[config.mk]
export PLATFORM = sky130hd
export DESIGN_NAME = bur_ctrl
export DESIGN_NICKNAME = d
export VERILOG_FILES = /design/src/rtl/core/bur_pkg.sv /design/src/rtl/core/bur_ctrl.sv
export SDC_FILE = /design/constraint.sdc
export NUM_CORES = 1
export LEC_CHECK = 0
export ABC_AREA = 1
export BUFFER_PORTS_ARGS = -buffer_cell sky130_fd_sc_hd__buf_2
export CORE_AREA = 3 3 96 98
export DETAILED_ROUTE_END_ITERATION = 10
export DIE_AREA = 0 0 99 101
export SYNTH_ARGS = -nofsm -noshare
export SYNTH_HDL_FRONTEND = slang
export SYNTH_SLANG_ARGS = --single-unit
[constraint.sdc]
create_clock -name clk -period 1.2 [get_ports clk]
set_clock_uncertainty 0.2 [all_clocks]
set_input_delay 0.24 -clock clk [delete_from_list [all_inputs] [get_ports clk]]
set_output_delay 0.24 -clock clk [all_outputs]
set_load 0.005 [all_outputs]
[src/rtl/core/bur_pkg.sv]
// ----------------------------------------------------------------------------
// bur_pkg
// Shared constants, types and index helpers for the bounded undo/redo stacks.
// ----------------------------------------------------------------------------
package bur_pkg;

  localparam int DEPTH = 64;
  localparam int IDX_W = (DEPTH > 1) ? $clog2(DEPTH) : 1;
  localparam int CNT_W = $clog2(DEPTH + 1);
  localparam int SUM_W = CNT_W + 1;

  localparam logic [1:0] ACT_RECORD = 2'd0;
  localparam logic [1:0] ACT_UNDO   = 2'd1;
  localparam logic [1:0] ACT_REDO   = 2'd2;
  localparam logic [1:0] ACT_CLEAR  = 2'd3;

  typedef struct packed {
    logic [15:0] name;
    logic [31:0] record;
    logic        delta;
    logic [31:0] param;
    logic [31:0] stamp;
  } entry_t;

  typedef struct packed {
    logic clear;
    logic push;
    logic pop;
    logic fetch;
  } stack_cmd_t;

  typedef struct packed {
    logic   nonempty;
    logic   full;
    logic   multi;
    entry_t top;
  } stack_stat_t;

  typedef struct packed {
    logic load_in;
    logic exec;
    logic load_out;
  } ctl_t;

  // Reduce a ring position below twice the depth back into range
  function automatic logic [IDX_W-1:0] wrap_idx(input logic [SUM_W-1:0] pos);
    logic [SUM_W-1:0] r;
    r = (pos >= SUM_W'(DEPTH)) ? pos - SUM_W'(DEPTH) : pos;
    return r[IDX_W-1:0];
  endfunction

endpackage

[src/rtl/core/bur_ctrl.sv]
// ----------------------------------------------------------------------------
// bur_ctrl
// Sequencer: takes one transaction, issues stack commands, refetches a
// popped top, then hands the result to the output register.
// ----------------------------------------------------------------------------
module bur_ctrl (
  input  logic                 clk,
  input  logic                 rst,
  input  logic                 in_valid,
  output logic                 in_ready,
  input  logic                 out_busy,
  input  logic [1:0]           act,
  input  logic                 merge_hit,
  input  bur_pkg::stack_stat_t undo_st,
  input  bur_pkg::stack_stat_t redo_st,
  output bur_pkg::ctl_t        ctl,
  output bur_pkg::stack_cmd_t  undo_cmd,
  output bur_pkg::stack_cmd_t  redo_cmd
);
  import bur_pkg::*;

  localparam logic [1:0] S_IDLE  = 2'd0;
  localparam logic [1:0] S_EXEC  = 2'd1;
  localparam logic [1:0] S_FETCH = 2'd2;
  localparam logic [1:0] S_DONE  = 2'd3;

  logic [1:0] state;
  logic [1:0] state_next;

  always_ff @(posedge clk) begin
    if (rst) begin
      state <= S_IDLE;
    end else begin
      state <= state_next;
    end
  end

  always_comb begin
    state_next  = state;
    in_ready    = 1'b0;
    ctl         = '0;
    undo_cmd    = '0;
    redo_cmd    = '0;
    unique case (state)
      S_IDLE: begin
        in_ready = 1'b1;
        if (in_valid) begin
          ctl.load_in = 1'b1;
          state_next  = S_EXEC;
        end
      end
      S_EXEC: begin
        ctl.exec   = 1'b1;
        state_next = S_DONE;
        unique case (act)
          ACT_RECORD: begin
            redo_cmd.clear = 1'b1;
            undo_cmd.push  = !merge_hit;
          end
          ACT_UNDO: begin
            if (undo_st.nonempty) begin
              undo_cmd.pop  = 1'b1;
              redo_cmd.push = 1'b1;
              if (undo_st.multi) begin
                state_next = S_FETCH;
              end
            end
          end
          ACT_REDO: begin
            if (redo_st.nonempty) begin
              redo_cmd.pop  = 1'b1;
              undo_cmd.push = 1'b1;
              if (redo_st.multi) begin
                state_next = S_FETCH;
              end
            end
          end
          ACT_CLEAR: begin
            undo_cmd.clear = 1'b1;
            redo_cmd.clear = 1'b1;
          end
          default: begin
            state_next = S_DONE;
          end
        endcase
      end
      S_FETCH: begin
        // refresh the cached top of the stack that was popped
        undo_cmd.fetch = (act == ACT_UNDO);
        redo_cmd.fetch = (act == ACT_REDO);
        state_next     = S_DONE;
      end
      S_DONE: begin
        if (!out_busy) begin
          ctl.load_out = 1'b1;
          state_next   = S_IDLE;
        end
      end
      default: begin
        state_next = S_IDLE;
      end
    endcase
  end

endmodule

# Yosys cells after proc, flatten, opt, wreduce, memory -nomap -nowiden

Index checks and enable logic that the tools add are counted.
Widths: inputs -> output; s select.

Input port bits: 239
Flip-flop bits (word level): 2

Reductions and logical operators: 5
Multiplexer cells: 25
Equal/unequal tests: 8

Operator list:

| operator           | count |
|---|---|
| $mux 1             | 16 |
| $eq 2x2->1 const B | 4 |
| $mux 2             | 4 |
| $pmux 2 s4         | 1 |
| $mux 3             | 2 |
| $eq 2x1->1 const B | 2 |
| $logic_not 2->1    | 2 |
| $ne 2x2->1 const B | 2 |
| $pmux 2 s2         | 1 |
| $pmux 1 s2         | 1 |
| $reduce_and 2->1   | 1 |
| $reduce_or 2->1    | 1 |
| $logic_not 1->1    | 1 |

# Longest topological paths before layout

Depth in word-level cells: 4
Gate-level depth with buffers: 8
Gate-level depth less buffers: 8

# Worst setup path before layout

Ideal clock, no wire load.

Kind: flip-flop to output port
From: register state[1]
To: output undo_cmd[1] (netlist bit)
Arrival time: 1035 ps
Path slack: -275 ps
Stages on the path, launching flop included: 6
Path through: dfxtp_1 > inv_1 > ha_1 > inv_1 > nor2_1 > buf_4

RTL lines:

| item                   | RTL line       | RTL |
|---|---|---|
| from (decl)            | bur_ctrl.sv:27 | `logic [1:0] state;` |
| from (signal assigned) | bur_ctrl.sv:34 | `state <= state_next;` |
| to (decl)              | bur_ctrl.sv:17 | `output bur_pkg::stack_cmd_t undo_cmd,` |

==> flow_metrics.env <==
export IMPL_wire_per_inst_um=5.74
export IMPL_status="finished, violations left"
export IMPL_slowest_stage="dfxtp_2"
export IMPL_final_seq_area_um2=45.0
export IMPL_yosysWarningCount=0
export IMPL_synth_compound_area_share_pct=8.43
export IMPL_final_util_pct=8.38
export IMPL_grt_usage_pct=2.59
export IMPL_p_int_mw=0.620
export IMPL_hp_start="out_busy"
export IMPL_end_kind="output pin"
export IMPL_worst_ep_required_time_ns=0.76
export IMPL_placed_cells=186
export IMPL_drc=0
export IMPL_overflow=0
export IMPL_synth_top_family_by_area="adder cells"
export IMPL_portBuffers=22
export IMPL_yosysUniqueCellTypes=12
export IMPL_failed_checks="negative setup slack"
export IMPL_place_congestion=0.636
export IMPL_antenna_cells=0
export IMPL_ys_ff_latch=2
export IMPL_core_area_mm2=0.00855
export IMPL_arrival_ns=1.09
export IMPL_cap_violations=0
export IMPL_ir_worst_vdd_mv=0.472
export IMPL_syn_nets=300
export IMPL_netlist_area_um2=327
export IMPL_power_mw=1.03
export IMPL_rsz0062_at_grt="true"
export IMPL_cts_sinks=2
export IMPL_yosys_area_share_simple_pct=28.7
export IMPL_p_sw_mw=0.413
export IMPL_crit_path_cell_trace="inv_4, ha_4, inv_4, o22ai_2, buf_2"
export IMPL_synth_area_top_cells="ha_1 34%, nand2_1 18%, inv_1 14%"
export IMPL_antenna_found_initial=0
export IMPL_vias=409
export IMPL_powerDensity_mw_per_mm2=1440
export IMPL_setup_viol=14
export IMPL_clockRootBuffer="clkbuf_8"
export IMPL_crit_fanout=4
export IMPL_fillCellCount=997
export IMPL_dieArea_mm2=0.0100
export IMPL_slowest_delay_ns=0.33
export IMPL_multi_input_area_um2=269
export IMPL_seqPwrFrac_pct=15.3
export IMPL_vias_per_cell=2.12
export IMPL_cts_made_buffers=3
export IMPL_slew_headroom_pct=89.1
export IMPL_worstReg2RegEnd="state[0]"
export IMPL_syn_to_final_growth_pct=120
export IMPL_ios=251
export IMPL_fin_nets=334
export IMPL_largest_reg_flops=2
export IMPL_synth_fa_ha_area_share_pct=34.5
export IMPL_combinationalPowerShare_pct=56.4
export IMPL_fin_crit_sh_pct=128
export IMPL_synth_avg_cell_area_um2=6.28
export IMPL_rows=34
export IMPL_yosysTopAreaCell="ha_1"
export IMPL_worstReg2RegStart="state[0]"
export IMPL_die_w_um=99
export IMPL_min_to="state[1]"
export IMPL_fin_crit_ns=1.53
export IMPL_synth_xor_area_share_pct=0
export IMPL_fin_area_um2=717
export IMPL_leakagePower_nw=0.364
export IMPL_swShare_pct=40.0
export IMPL_largestRegisters="state x2"
export IMPL_placed_cell_area_um2=641
export IMPL_initial_core_util_pct=3.82
export IMPL_critPathKind="register to output pin"
export IMPL_hold_viol=0
export IMPL_path_common_cell="inv_4"
export IMPL_cts_htree_levels=1
export IMPL_grt_pass1_wl_mm=1.92
export IMPL_ys_seq_area_share_pct=12.3
export IMPL_largest_register="state"
export IMPL_fin_cells=193
export IMPL_hold_class="input pin to register"
export IMPL_drv_slew=0
export IMPL_clockPowerShare_pct=28.4
export IMPL_r2r_cells=8
export IMPL_drive_gt1_share_pct=52.9
export IMPL_insertion_delay_ns=0.22
export IMPL_dp_hpwl_um=972
export IMPL_drt_iter0_drc=4
export IMPL_die_y_um=101
export IMPL_startpoint_type="register"
export IMPL_yosysTopAreaCellShare_pct=34.5
export IMPL_drt_pass1_iterations=2
export IMPL_grt_max_degree=6
export IMPL_cts_tree="done"
export IMPL_fin_ws_ns=-0.331
export IMPL_grt_pass1_vias=420
export IMPL_synthMuxAreaShare_pct=0
export IMPL_holdPathStages=4
export IMPL_tightestPinTransition_ns=0.162
export IMPL_clockBufferDepth=2
export IMPL_syn_inst=52
export IMPL_drtAntennaViolNets=0
export IMPL_reg2reg_slack_ns=-0.14
export IMPL_clk_pin_slew_ns=0.03
export IMPL_fmax_mhz=653
export IMPL_routed_wirelength_mm=1.11
routing by layer:
layer	GRT usage, %	share of wire, %
met1	2.72	42
met3	0.900	6.5
met2	3.98	48
met5	0	0
met4	2.52	3.6
timing repair:
action / 4_1_cts / 5_1_grt
buffers inserted: 2 / 0
endpoints found under the hold margin: 1 / 0
endpoints found under the setup margin: 14 / 14
resized for setup: 1 / 1
hold buffers: 1 / 0
pin swaps: 2 / 1
worst max path at each step:
stage	from	end	slack (ns)
3_5_place_dp	act[0]	undo_cmd[2]	-0.27
2_1_floorplan	state[0]	state[0]	-0.03
3_3_place_gp	act[0]	undo_cmd[2]	-0.24
6_report	state[1]	undo_cmd[2]	-0.33
5_1_grt	state[1]	undo_cmd[2]	-0.39
4_1_cts	state[1]	undo_cmd[2]	-0.35
cell usage in the layout (no fill, tap or decap), types with 2 or more instances in the layout:
master / n
nor2_1: 5
buf_2: 22
ha_2: 2
clkbuf_8: 3
inv_4: 2
nand2_1: 16
ha_1: 6
buf_4: 7
inv_1: 9
metrics by stage:
step	setup TNS [ns]	hold WS, ns	worst slack, ns
after floorplan	-0.0669	0.0933	-0.0338
after global placement	-1.80	0.217	-0.242
after detailed placement	-1.92	0.216	-0.268
after CTS	-3.87	0.161	-0.353
after global routing	-4.53	0.198	-0.394
final	-3.58	0.165	-0.331
logic make-up (layout without fill, tap and decap cells):
group / count (synthesis) / count (layout)
buffers and inverters: 13 / 46
AO/OA/AOI/OAI: 4 / 4
adder cells (fa/ha/maj): 9 / 9
AND/OR/NAND/NOR: 24 / 24
flip-flops: 2 / 2
area by class of cell:
class | instances | area share [%]
Timing Repair Buffer | 30 | 24.1
Sequential cell | 2 | 6.28
Inverter | 12 | 6.98
Multi-Input combinational cell | 37 | 37.5
Clock buffer | 4 | 6.28
Tap cell | 108 | 18.8
synth_stat cells:
| master | count |
|---|---|
| nand2_2 | 1 |
| a211oi_1 | 1 |
| inv_1 | 12 |
| o21ai_1 | 1 |
| a21oi_2 | 1 |
| nand3_1 | 1 |
| o22ai_1 | 1 |
| nor2_1 | 6 |
| ha_1 | 9 |
| buf_4 | 1 |
| dfxtp_1 | 2 |
| nand2_1 | 16 |
critical path: cells and delay by family (launching register included):
family          cells  cell delay (ns)
compound gates      1             0.13
fa+ha+maj           1             0.16
buf+inv             3             0.26
flops               1             0.33
power groups by stage:
stage / Clock, mW / Sequential (mW) / Combinational (mW)
after global placement: 0 / 0.156 / 0.526
final: 0.293 / 0.158 / 0.582
after CTS: 0.303 / 0.159 / 0.595
after floorplan: 0 / 0.147 / 0.341
after global routing: 0.324 / 0.163 / 0.667
after detailed placement: 0 / 0.158 / 0.535
(Power assumes the default switching activity.)
